===== config.mk =====
export PLATFORM = sky130hd
export DESIGN_NAME = positional_list_engine
export DESIGN_NICKNAME = d
export VERILOG_FILES = /design/src/sv/plen_pkg.sv /design/src/sv/plen_cell.sv /design/src/sv/plen_collect.sv /design/src/sv/positional_list_engine.sv
export VERILOG_INCLUDE_DIRS = /design/src /design/src/sv
export SDC_FILE = /design/constraint.sdc
export NUM_CORES = 2
export LEC_CHECK = 0
export ABC_AREA = 1
export ABC_CLOCK_PERIOD_IN_PS = 19000
export BUFFER_PORTS_ARGS = -buffer_cell sky130_fd_sc_hd__buf_2
export CORE_MARGIN = 8
export CORE_UTILIZATION = 55
export CTS_BUF_LIST = sky130_fd_sc_hd__clkbuf_4 sky130_fd_sc_hd__clkbuf_8
export CTS_CLUSTER_DIAMETER = 50
export DETAILED_ROUTE_END_ITERATION = 8
export PLACE_DENSITY_LB_ADDON = 0.05
export SLEW_MARGIN = 20
export SYNTH_ARGS = -nofsm -noshare
export SYNTH_HDL_FRONTEND = slang
export SYNTH_SLANG_ARGS = --single-unit

===== constraint.sdc =====
create_clock -name clk -period 19 [get_ports clk]
set_input_delay 1.9 -clock clk [delete_from_list [all_inputs] [get_ports clk]]
set_output_delay 1.9 -clock clk [all_outputs]
set_load 0.02 [all_outputs]

===== src/sv/positional_list_engine_defines.svh =====
// ---------------------------------------------------------------------------
// Assertion macros for the positional list engine
// Concurrent property wrappers that compile away when NO_ASSERTIONS is set.
// ---------------------------------------------------------------------------
`ifndef POSITIONAL_LIST_ENGINE_DEFINES_SVH
`define POSITIONAL_LIST_ENGINE_DEFINES_SVH

`ifndef NO_ASSERTIONS
// Same-cycle implication under an active-low reset.
`define PLE_ASSERT_IMP(lbl, clk, rst_n, ante, cons) \
	lbl: assert property (@(posedge clk) disable iff (!rst_n) (ante) |-> (cons)) \
		else $error("positional_list_engine: assertion failed");
// Next-cycle implication under an active-low reset.
`define PLE_ASSERT_NXT(lbl, clk, rst_n, ante, cons) \
	lbl: assert property (@(posedge clk) disable iff (!rst_n) (ante) |=> (cons)) \
		else $error("positional_list_engine: assertion failed");
`else
`define PLE_ASSERT_IMP(lbl, clk, rst_n, ante, cons)
`define PLE_ASSERT_NXT(lbl, clk, rst_n, ante, cons)
`endif

`endif


===== src/sv/plen_pkg.sv =====
// ---------------------------------------------------------------------------
// Positional list engine package
// Field widths, command and status codes, and the command broadcast type.
// ---------------------------------------------------------------------------
package plen_pkg;

	localparam int unsigned DEF_CAPACITY = 16;

	localparam int unsigned KIND_W   = 2;
	localparam int unsigned VALUE_W  = 32;
	localparam int unsigned POS_W    = 5;
	localparam int unsigned STATUS_W = 2;
	localparam int unsigned FIDX_W   = 5;
	localparam int unsigned LEN_W    = 5;

	// Command kinds.
	localparam logic [KIND_W-1:0] KIND_INSERT = 2'd0;
	localparam logic [KIND_W-1:0] KIND_DELETE = 2'd1;
	localparam logic [KIND_W-1:0] KIND_SEARCH = 2'd2;

	// Result status codes.
	localparam logic [STATUS_W-1:0] ST_OK     = 2'd0;
	localparam logic [STATUS_W-1:0] ST_BADPOS = 2'd1;
	localparam logic [STATUS_W-1:0] ST_FULL   = 2'd2;
	localparam logic [STATUS_W-1:0] ST_NOKEY  = 2'd3;

	typedef logic signed [VALUE_W-1:0] value_t;

	// Command broadcast to every cell of the row.
	typedef struct packed {
		logic                 load;   // a command word is accepted this cycle
		logic                 ins;    // insert that passed its checks
		logic                 del;    // delete that passed its checks
		logic                 srch;   // search command
		value_t               value;  // value to insert or key to match
		logic [POS_W-1:0]     pos;    // list position
	} plen_cmd_t;

endpackage


===== src/sv/plen_cell.sv =====
// ---------------------------------------------------------------------------
// Positional list cell
// Holds one list entry, shifts with its neighbors on insert and delete,
// and flags a key match or the removed entry for the result collector.
// ---------------------------------------------------------------------------
module plen_cell #(
	parameter int unsigned CAPACITY = plen_pkg::DEF_CAPACITY,
	parameter int unsigned INDEX    = 0
) (
	input  logic                               clk,
	input  logic                               arst_n,
	input  plen_pkg::plen_cmd_t                cmd,
	input  logic [$clog2(CAPACITY+1)-1:0]      count,
	input  plen_pkg::value_t                   left_val,
	input  plen_pkg::value_t                   right_val,
	output plen_pkg::value_t                   elem,
	output logic                               hit,
	output plen_pkg::value_t                   taken
);
	import plen_pkg::*;

	localparam int unsigned CNT_W = $clog2(CAPACITY + 1);
	localparam int unsigned CMP_W = (CNT_W > POS_W) ? CNT_W : POS_W;

	value_t             elem_q;
	value_t             taken_q;
	logic               hit_q;
	logic [CMP_W-1:0]   pos_x;
	logic [CMP_W-1:0]   cnt_x;
	logic [CMP_W-1:0]   idx_x;
	logic               in_list;

	assign pos_x   = CMP_W'(cmd.pos);
	assign cnt_x   = CMP_W'(count);
	assign idx_x   = CMP_W'(INDEX);
	assign in_list = idx_x < cnt_x;

	// Entry storage: insert pulls from the left neighbor, delete from the right.
	always_ff @(posedge clk) begin
		if (cmd.load) begin
			if (cmd.ins) begin
				if (idx_x > pos_x) begin
					elem_q <= left_val;
				end else if (idx_x == pos_x) begin
					elem_q <= cmd.value;
				end
			end else if (cmd.del && idx_x >= pos_x) begin
				elem_q <= right_val;
			end
		end
	end

	// The cell at the delete position keeps its old entry for the result.
	always_ff @(posedge clk) begin
		if (cmd.load) begin
			taken_q <= (cmd.del && idx_x == pos_x) ? elem_q : '0;
		end
	end

	// Key match against a live entry.
	always_ff @(posedge clk or negedge arst_n) begin
		if (!arst_n) begin
			hit_q <= 1'b0;
		end else if (cmd.load) begin
			hit_q <= cmd.srch && in_list && (elem_q == cmd.value);
		end
	end

	assign elem  = elem_q;
	assign hit   = hit_q;
	assign taken = taken_q;

endmodule


===== src/sv/plen_collect.sv =====
// ---------------------------------------------------------------------------
// Positional list result collector
// Picks the lowest matching cell and merges the removed entry from the row.
// ---------------------------------------------------------------------------
module plen_collect #(
	parameter int unsigned CAPACITY = plen_pkg::DEF_CAPACITY
) (
	input  logic [CAPACITY-1:0]                hit,
	input  plen_pkg::value_t [CAPACITY-1:0]    taken,
	output logic                               any_hit,
	output logic [$clog2(CAPACITY)-1:0]        hit_idx,
	output plen_pkg::value_t                   removed
);
	import plen_pkg::*;

	localparam int unsigned IDX_W = $clog2(CAPACITY);

	// Lowest set hit wins; scanning downward lets the lowest index land last.
	always_comb begin
		hit_idx = '0;
		for (int i = CAPACITY - 1; i >= 0; i--) begin
			if (hit[i]) begin
				hit_idx = IDX_W'(i);
			end
		end
	end

	assign any_hit = |hit;

	// At most one cell holds a nonzero removed entry.
	always_comb begin
		removed = '0;
		for (int i = 0; i < CAPACITY; i++) begin
			removed = removed | taken[i];
		end
	end

endmodule


===== src/sv/positional_list_engine.sv =====
// ---------------------------------------------------------------------------
// Positional list engine
// Ordered list of signed 32-bit values with positional insert and delete and
// first-match search, built as a row of shifting cells.
// ---------------------------------------------------------------------------
// In the cycle a command is accepted every cell shifts or loads in parallel and
// registers its match flag and any removed entry. From those registers the
// collector reduces the flags across the row into the result word, which lands
// in an output register once that register is empty or m_tready is high. One
// command is in flight at a time; the output register lets the next command be
// accepted while a result still waits on m_tready. Insert and delete shift the
// whole row at once, whatever the list length.
`include "positional_list_engine_defines.svh"

module positional_list_engine #(
	parameter int unsigned CAPACITY = plen_pkg::DEF_CAPACITY
) (
	input  logic        clk,
	input  logic        arst_n,
	// Command stream
	input  logic        s_tvalid,
	output logic        s_tready,
	input  logic [39:0] s_tdata,   // [31:0] value, [36:32] position, [39:37] zero
	input  logic [1:0]  s_tuser,   // [1:0] kind
	// Result stream
	output logic        m_tvalid,
	input  logic        m_tready,
	output logic [47:0] m_tdata,   // [31:0] removed_value, [36:32] found_index,
	                               // [41:37] length_now, [47:42] zero
	output logic [1:0]  m_tuser    // [1:0] status
);
	import plen_pkg::*;

	localparam int unsigned CNT_W = $clog2(CAPACITY + 1);
	localparam int unsigned IDX_W = $clog2(CAPACITY);
	localparam int unsigned CMP_W = (CNT_W > POS_W) ? CNT_W : POS_W;

	localparam logic ST_IDLE = 1'b0;
	localparam logic ST_EVAL = 1'b1;

	logic                     state_q;
	logic [CNT_W-1:0]         count_q;
	logic [KIND_W-1:0]        kind_s1;
	logic [STATUS_W-1:0]      status_s1;

	logic                     s_acc;
	logic                     out_load;
	logic [KIND_W-1:0]        in_kind;
	value_t                   in_value;
	logic [POS_W-1:0]         in_pos;
	logic [CMP_W-1:0]         pos_x;
	logic [CMP_W-1:0]         cnt_x;
	logic                     ins_bad;
	logic                     ins_full;
	logic                     ins_ok;
	logic                     del_ok;
	logic [STATUS_W-1:0]      status_in;
	plen_cmd_t                cmd;

	value_t [CAPACITY-1:0]    elem_w;
	value_t [CAPACITY-1:0]    taken_w;
	logic   [CAPACITY-1:0]    hit_w;
	logic                     any_hit;
	logic [IDX_W-1:0]         hit_idx;
	value_t                   removed;

	logic                     m_valid_q;
	logic [STATUS_W-1:0]      status_q;
	value_t                   removed_q;
	logic [FIDX_W-1:0]        found_q;
	logic [LEN_W-1:0]         length_q;

	// Input word unpacking and command checks against the current length.
	assign in_kind  = s_tuser;
	assign in_value = s_tdata[31:0];
	assign in_pos   = s_tdata[36:32];
	assign pos_x    = CMP_W'(in_pos);
	assign cnt_x    = CMP_W'(count_q);
	assign ins_bad  = pos_x > cnt_x;
	assign ins_full = cnt_x == CMP_W'(CAPACITY);
	assign ins_ok   = (in_kind == KIND_INSERT) && !ins_bad && !ins_full;
	assign del_ok   = (in_kind == KIND_DELETE) && (pos_x < cnt_x);

	always_comb begin
		case (in_kind)
			KIND_INSERT: status_in = ins_bad ? ST_BADPOS : (ins_full ? ST_FULL : ST_OK);
			KIND_DELETE: status_in = del_ok ? ST_OK : ST_BADPOS;
			default:     status_in = ST_OK;
		endcase
	end

	assign s_tready = state_q == ST_IDLE;
	assign s_acc    = s_tvalid && s_tready;
	assign out_load = (state_q == ST_EVAL) && (!m_valid_q || m_tready);

	// Command broadcast to the cell row.
	assign cmd.load  = s_acc;
	assign cmd.ins   = ins_ok;
	assign cmd.del   = del_ok;
	assign cmd.srch  = in_kind == KIND_SEARCH;
	assign cmd.value = in_value;
	assign cmd.pos   = in_pos;

	// Row of cells; the ends see zero from the missing neighbor.
	for (genvar g = 0; g < CAPACITY; g++) begin : g_cell
		value_t left_val;
		value_t right_val;

		if (g == 0) begin : g_first
			assign left_val = '0;
		end else begin : g_left
			assign left_val = elem_w[g-1];
		end

		if (g == CAPACITY - 1) begin : g_last
			assign right_val = '0;
		end else begin : g_right
			assign right_val = elem_w[g+1];
		end

		plen_cell #(
			.CAPACITY (CAPACITY),
			.INDEX    (g)
		) u_cell (
			.clk       (clk),
			.arst_n    (arst_n),
			.cmd       (cmd),
			.count     (count_q),
			.left_val  (left_val),
			.right_val (right_val),
			.elem      (elem_w[g]),
			.hit       (hit_w[g]),
			.taken     (taken_w[g])
		);
	end

	plen_collect #(
		.CAPACITY (CAPACITY)
	) u_collect (
		.hit     (hit_w),
		.taken   (taken_w),
		.any_hit (any_hit),
		.hit_idx (hit_idx),
		.removed (removed)
	);

	// Sequencer and element count.
	always_ff @(posedge clk or negedge arst_n) begin
		if (!arst_n) begin
			state_q <= ST_IDLE;
			count_q <= '0;
		end else begin
			unique case (state_q)
				ST_IDLE: begin
					if (s_acc) begin
						state_q <= ST_EVAL;
						if (ins_ok) begin
							count_q <= count_q + CNT_W'(1);
						end else if (del_ok) begin
							count_q <= count_q - CNT_W'(1);
						end
					end
				end
				ST_EVAL: begin
					if (out_load) begin
						state_q <= ST_IDLE;
					end
				end
				default: state_q <= ST_IDLE;
			endcase
		end
	end

	// Command details carried to the result cycle.
	always_ff @(posedge clk) begin
		if (s_acc) begin
			kind_s1   <= in_kind;
			status_s1 <= status_in;
		end
	end

	// Output register.
	always_ff @(posedge clk or negedge arst_n) begin
		if (!arst_n) begin
			m_valid_q <= 1'b0;
		end else if (out_load) begin
			m_valid_q <= 1'b1;
		end else if (m_tready) begin
			m_valid_q <= 1'b0;
		end
	end

	always_ff @(posedge clk) begin
		if (out_load) begin
			removed_q <= removed;
			length_q  <= cnt_x[LEN_W-1:0];
			if (kind_s1 == KIND_SEARCH) begin
				status_q <= any_hit ? ST_OK : ST_NOKEY;
				found_q  <= any_hit ? FIDX_W'(hit_idx) : '1;
			end else begin
				status_q <= status_s1;
				found_q  <= '1;
			end
		end
	end

	assign m_tvalid = m_valid_q;
	assign m_tuser  = status_q;
	assign m_tdata  = {6'd0, length_q, found_q, removed_q};

	// Checks.
	`PLE_ASSERT_IMP(a_count_range, clk, arst_n, 1'b1, cnt_x <= CMP_W'(CAPACITY))
	`PLE_ASSERT_NXT(a_one_in_flight, clk, arst_n, s_acc, !s_tready)
	`PLE_ASSERT_NXT(a_delete_shrinks, clk, arst_n, s_acc && del_ok,
		count_q == $past(count_q) - CNT_W'(1))
	`PLE_ASSERT_NXT(a_insert_grows, clk, arst_n, s_acc && ins_ok,
		count_q == $past(count_q) + CNT_W'(1))

endmodule


**Yosys cells after proc, flatten, opt, wreduce, memory -nomap -nowiden**

Cells that the tools add are included.

- Input bits: 46
- Flip-flop bits (word level): 1095
- Output and inout port bits: 52

- $add $sub $neg: 2
- $lt $le $gt $ge: 50
- Eq/ne operators: 51
- Multiplexer cells: 94
- Reduce and logical (&&, ||, !) cells: 112
- Bitwise gates (word level): 16

Operators with widths:

| cell | number |
|---|---|
| $mux W32 | 64 |
| $eq A32 B32 Y1 | 16 |
| $or A32 B32 Y32 | 15 |
| $logic_and A1 B1 Y1 | 69 |
| $mux W4 | 16 |
| $reduce_and A3 Y1 | 17 |
| $ne A3 B1 Y1 const B | 16 |
| $eq A4 B5 Y1 const A | 8 |
| $ge A4 B5 Y1 const A | 8 |
| $gt A4 B5 Y1 const A | 8 |
| $lt A4 B5 Y1 const A | 8 |
| $reduce_bool A2 Y1 | 18 |
| $eq A3 B5 Y1 const A | 4 |
| $ge A3 B5 Y1 const A | 4 |
| $gt A3 B5 Y1 const A | 4 |
| $lt A3 B5 Y1 const A | 4 |
| $reduce_or A16 Y1 | 1 |
| $mux W5 | 3 |
| $eq A2 B5 Y1 const A | 2 |
| $ge A1 B5 Y1 const A | 2 |
| $ge A2 B5 Y1 const A | 2 |
| $gt A1 B5 Y1 const A | 2 |
| $gt A2 B5 Y1 const A | 2 |
| $lt A1 B5 Y1 const A | 2 |
| other kinds (19) | 30 |

**Depth between registers and ports, before layout**

- Depth in word-level cells: 17
- Depth in mapped cells: 17
- Mapped depth without buffers: 17

**Hierarchy**

From an unflattened synthesis, not the netlist that was laid out.

- Cells, all modules: 6832
- Area total of the unflattened synthesis: 59024.1 um^2

Modules (own cells, without submodules):

| module | instances | cells an instance | area each (um^2) |
|---|---|---|---|
| plen_cell (g_cell[6].u_cell) | 1 | 427 | 3579.7 |
| plen_cell (g_cell[10].u_cell) | 1 | 422 | 3578.4 |
| plen_cell (g_cell[5].u_cell) | 1 | 422 | 3575.9 |
| plen_cell (g_cell[13].u_cell) | 1 | 415 | 3563.4 |
| plen_cell (g_cell[12].u_cell) | 1 | 414 | 3548.4 |
| plen_cell (g_cell[8].u_cell) | 1 | 414 | 3505.9 |
| plen_cell (g_cell[9].u_cell) | 1 | 418 | 3503.4 |
| plen_cell (g_cell[1].u_cell) | 1 | 417 | 3477.1 |
| plen_cell (g_cell[14].u_cell) | 1 | 410 | 3474.6 |
| plen_cell (g_cell[2].u_cell) | 1 | 404 | 3460.8 |
| plen_cell (g_cell[15].u_cell) | 1 | 369 | 3459.6 |
| plen_cell (g_cell[3].u_cell) | 1 | 412 | 3453.3 |
| plen_cell (g_cell[11].u_cell) | 1 | 413 | 3448.3 |
| plen_cell (g_cell[4].u_cell) | 1 | 402 | 3439.5 |
| 4 more rows | -- | -- | -- |

**Worst setup path after synthesis**

OpenSTA, ideal clock, no wires.

- Path type: in2reg
- Start point: input s_tvalid
- End point: register g_cell[0].u_cell.hit_q
- Stages: 5
- Arrival: 16.861 ns
- Library setup time: 0.767 ns
- Data required time: 18.233 ns
- Path slack: 1.372 ns
- Buffers on the path: 2
- Path through: inv_1 > nor2_1 > clkbuf_1 > clkbuf_1 > o21ai_0

- Word-level cells in the longest chain between the ends: 1

RTL lines:

| item | RTL line | source |
|---|---|---|
| start, declared | positional_list_engine.sv:21 | `input logic s_tvalid,` |
| $logic_and A1 B1 Y1 | positional_list_engine.sv:93 | `assign s_acc = s_tvalid && s_tready;` |
| named net s_acc | positional_list_engine.sv:46 | `logic s_acc;` |
| end signal, assigned | plen_cell.sv:65 | `hit_q <= cmd.srch && in_list && (elem_q == cmd.value);` |
| end, declared | plen_cell.sv:27 | `logic hit_q;` |

The timed path passes the listed nets, and every way through them passes these cells.
A chain may end at the register's enable or synchronous reset.

**Worst setup path after layout**

- Start point: input s_tdata[36]
- End point: register g_cell[8].u_cell.elem_q[12] (data pin)

- Word-level cells in the longest chain between the ends: 5
- Elaborated cells on any way between the ends: 7

RTL lines:

| item | RTL line | source |
|---|---|---|
| start, declared | positional_list_engine.sv:23 | `input logic [39:0] s_tdata,` |
| $gt A5 B5 Y1 | positional_list_engine.sv:79 | `assign ins_bad = pos_x > cnt_x;` |
| $logic_not A1 Y1 | positional_list_engine.sv:81 | `assign ins_ok = (in_kind == KIND_INSERT) && !ins_bad && !ins_full;` |
| $logic_and A1 B1 Y1 (2 in series) | positional_list_engine.sv:81 |  |
| $mux W32 (*) | plen_cell.sv:41 | `if (cmd.ins) begin` |
| end signal, assigned | plen_cell.sv:43 | `elem_q <= left_val;` |
| end signal, assigned | plen_cell.sv:45 | `elem_q <= cmd.value;` |
| end signal, assigned | plen_cell.sv:48 | `elem_q <= right_val;` |
| end, declared | plen_cell.sv:25 | `value_t elem_q;` |

Mark *: on every way between the ends. The rest lies on a longest branch, timed or not.

==> impl_summary.md <==
Setup path
Counting cells, the worst reg-to-reg path comes to 13. The startpoint-to-endpoint class of the critical path is in2reg. For flop-to-flop paths, the worst setup slack is 13.53 ns.

The type of origin of the critical path is a primary input. The kind of end point of the critical path is a flip-flop. STA puts the critical path data required time at 19.70 ns.

The arrival time of data at the critical path endpoint is 6.35 ns. The endpoint identified for the worst register-to-register timing path is g_cell[8].u_cell.elem[12]. In this run the critical register-to-register path is launched from cnt_x[0]. Along the worst path, the maximum fanout reaches 233.

Finish
The most common cell after layout, fill and taps aside is edfxtp_1. The library cells used most frequently in the layout, excluding fill and tap cells, are 1072 x edfxtp_1, 933 x nand2_1, 622 x nor2_1. The layout cell share with drive strength beyond 1 is 10.3%. The area of all placed cells without fillers is about 59000 sq um. The number of nets in the layout is 5505.

The post-layout utilization of the core is 60.4%. The count of cells in the finished layout, fillers not included, comes to 6888. The post-synthesis to final-layout area growth is 9.01%. The number of inserted filler cells in the final layout is 8504.

Timing
The worst path meets setup with 13.35 ns of slack. The final critical path takes up 29.7% of the cycle. The actual transition at the worst max-transition pin is 1.20 ns.

Setup violations remaining at the end of the flow were counted as 0. Hold timing on the final database bottoms out at a slack of 0.519 ns. The setup skew after layout is 0.0410 ns. In this run the tightest slew margin relative to its limit is 19.6%.

The total count of hold-check failures in the final report is 0. Setup repair after global routing left no endpoint under its margin. Setup total negative slack on the finished layout was measured at 0 ns. The final critical-path required period is 5.65 ns.

The number of max-slew violations in the final report is 0. Based on the critical path, the design can be clocked at up to 177 MHz.

Placed design
The number of port buffers is 88. The last weighted congestion value of the routability-driven placer is 1.03. The area of placed instances is 55700 sq um. The number of placed instances, taps included, is between 6000 and 7000. At the placement stage, the worst setup path has a slack of 12.66 ns. The wire-length estimate of the detail-placed layout is 152000 um.

Drt
The detail route stage leaves a number of antenna-violating nets equal to 0. After detailed routing, the number of vias per cell comes to around 6.6. The number of DRC violations after detailed routing is 0.

The first detailed-routing pass took 6 iterations. The initial detailed-routing violation count is 8170. Across all layers, the routed design uses 45300 vias. The wire length after detailed routing is 226000 um. In the final routed layout, each cell accounts on average for 32.8 um.

Die
The top-level port count is 98. The die covers between 100000 and 150000 sq um. After floorplanning, the core was divided into 115 placement rows. The die height is 330 um. The initial utilization of the core area, before any placement, comes to 55.4%. The core area is 98100 sq um. In this run the horizontal extent of the chip is around 330 um.

Clock network
After clock tree synthesis, the repair step resized 0 gates. The setup fix buffers added after clock tree synthesis is 0. The H-tree was split into 4 levels. The clock drives 1095 sinks.

The root cell of the clock tree is clkbuf_8. Clock latency on the worst-skew pair, taken at its later pin, is 0.90 ns. Counting along the longest clock path gives a buffer depth of 3. TritonCTS built the clock tree. Clock tree synthesis inserted a total of between 150 and 200 buffers. The number of hold buffers added after CTS was 0.

Clock-pin slew was measured on the worst setup and hold paths at 0.06 ns.

Power
The power density over the cells is 98.5 nW/um^2. The total chip power is roughly 5.8 mW. The worst-case IR drop observed on VDD is ~0.09 mV. The analysis attributes to cell leakage a power of 21.4 nW.

Global route
The via count of the first global-routing pass is 41000. The pin count of the biggest net entering global routing is 234. The number of antenna violations at the first check in global routing is 20. Global routing consumed, over all layers together, 40.5% of the routing resources. The wire length of the first global-routing pass is 309000 um. The global-route congestion overflow total is 0.

Synth
The sequential area share after synthesis is 60.3%. The synthesized instance count is 5467. The number of warnings issued by yosys is 0. Synthesis inferred 1095 register bits.

Summing every instance area after synthesis gives 54400 sq um. The number of distinct standard cells referenced by the synthesized netlist is 43. The mean cell area of the mapped netlist is 9.94 sq um.

Worst hold path
The startpoint identified for the worst hold timing path is g_cell[5].u_cell.hit. The path class of the tightest hold or removal check is reg2reg. The end of the worst hold path is g_cell[5].u_cell.hit.

The hold-critical path depth is 2.

Run
The tool flagged a number of max-cap violations equal to 0.

Outcome
The run finished with clean final reports.
==> critical path, cell delays in order <==
cell	delay, ns
buf_2	0.23
ha_1	0.29
a21oi_1	0.15
o21a_1	0.13
nand2_1	0.07
nand2_1	0.10
nand2_2	0.09
nor2_4	0.08
buf_4	0.46
buf_12	0.68
buf_4	0.84
buf_12	0.63
o211ai_1	0.21
o21ai_0	0.13
==> power breakdown <==
group          leakage (nW)  total [mW]  switching [mW]  internal [mW]
Clock                  1.85        2.09            1.01           1.08
Sequential             10.3        2.91          0.0745           2.84
Combinational          9.25       0.833           0.645          0.188
==> final cells by class <==
type	count	area (sq um)	share of cell area, %
flip-flops and latches	1095	32800	55.3
diodes	11	27.5	0.0465
inverters	549	2060	3.48
clock inverters	72	425	0.718
clock buffers	256	3100	5.24
repair buffers	183	1200	2.03
multi-input cells	3435	18100	30.5
well taps	1287	1610	2.72
==> worst max-delay path by stage <==
| stage | startpoint | end |
|---|---|---|
| final | s_tdata[36] | g_cell[8].u_cell.elem[12] |
| after global routing | s_tdata[34] | g_cell[14].u_cell.elem[13] |
| after CTS | s_tdata[36] | g_cell[1].u_cell.elem[13] |
| after detailed placement | s_tdata[36] | g_cell[1].u_cell.elem[14] |
| after global placement | s_tdata[36] | g_cell[11].u_cell.elem[16] |
| after floorplan | s_tvalid | g_cell[0].u_cell.hit |
==> synthesized netlist by cell type <==
cell	instances	area, sq um
o221ai_1	2	17.5
inv_1	527	1980
o21ai_0	621	3110
o21a_1	2	15.0
nand3_1	42	210
a221oi_1	11	96.3
nand2_2	1	6.26
nor2_1	635	2380
o211ai_1	322	2420
or2_2	35	219
o31ai_1	2	15.0
nor2_4	4	45.0
dfrtp_1	23	576
and2_0	1	6.26
clkbuf_1	183	687
a21oi_1	54	270
edfxtp_1	1072	32200
inv_4	1	6.26
conb_1	1	3.75
nand4_1	99	619
nor4_2	2	25.0
buf_1	32	120
o2111ai_1	37	324
nand2_1	940	3530
o2111a_1	1	11.3
inv_2	11	41.3
nor2_2	5	31.3
nor3_1	54	270
nor3_4	1	16.3
buf_6	1	11.3
nand3_2	1	10.0
o21ai_2	1	8.76
buf_2	147	736
o21ai_1	36	180
nor4_1	164	1030
a211oi_1	7	52.6
buf_4	30	225
xnor2_1	122	1070
nand3b_1	1	7.51
ha_1	8	100
clkinv_1	10	37.5
o22ai_1	101	632
xor2_1	117	1020
==> registers in the layout (all words and copies together), names as in the netlist <==
register	cells
found_q	5
m_tuser	2
status_s1	2
length_q	5
kind_s1	2
g_cell.u_cell.taken	512
state_q	1
g_cell.u_cell.elem	512
m_tvalid	1
removed_q	32
cnt_x	5
g_cell.u_cell.hit	16
==> kinds of logic (layout without fill, tap and decap cells) <==
family,count (synthesis),in the layout,synth area share (%)
simple gates,1985,1985,15.5
compound gates,1197,1197,13.1
flops,1095,1095,60.3
buf+inv,942,1060,7.07
xor+xnor,239,239,3.85
fa+ha+maj,8,8,0.184
other cells,1,17,0.00690
==> per-layer routing <==
layer  vias to the layer above  share of wire, %  global-route usage (%)
met4                         6               6.6                    22.7
met1                     21900                37                    55.2
li1                      19100                 -                       -
met5                         -             0.018                       0
met2                      3645                41                    57.3
met3                       705                15                    13.0
Power figures use the tool's default switching activity.
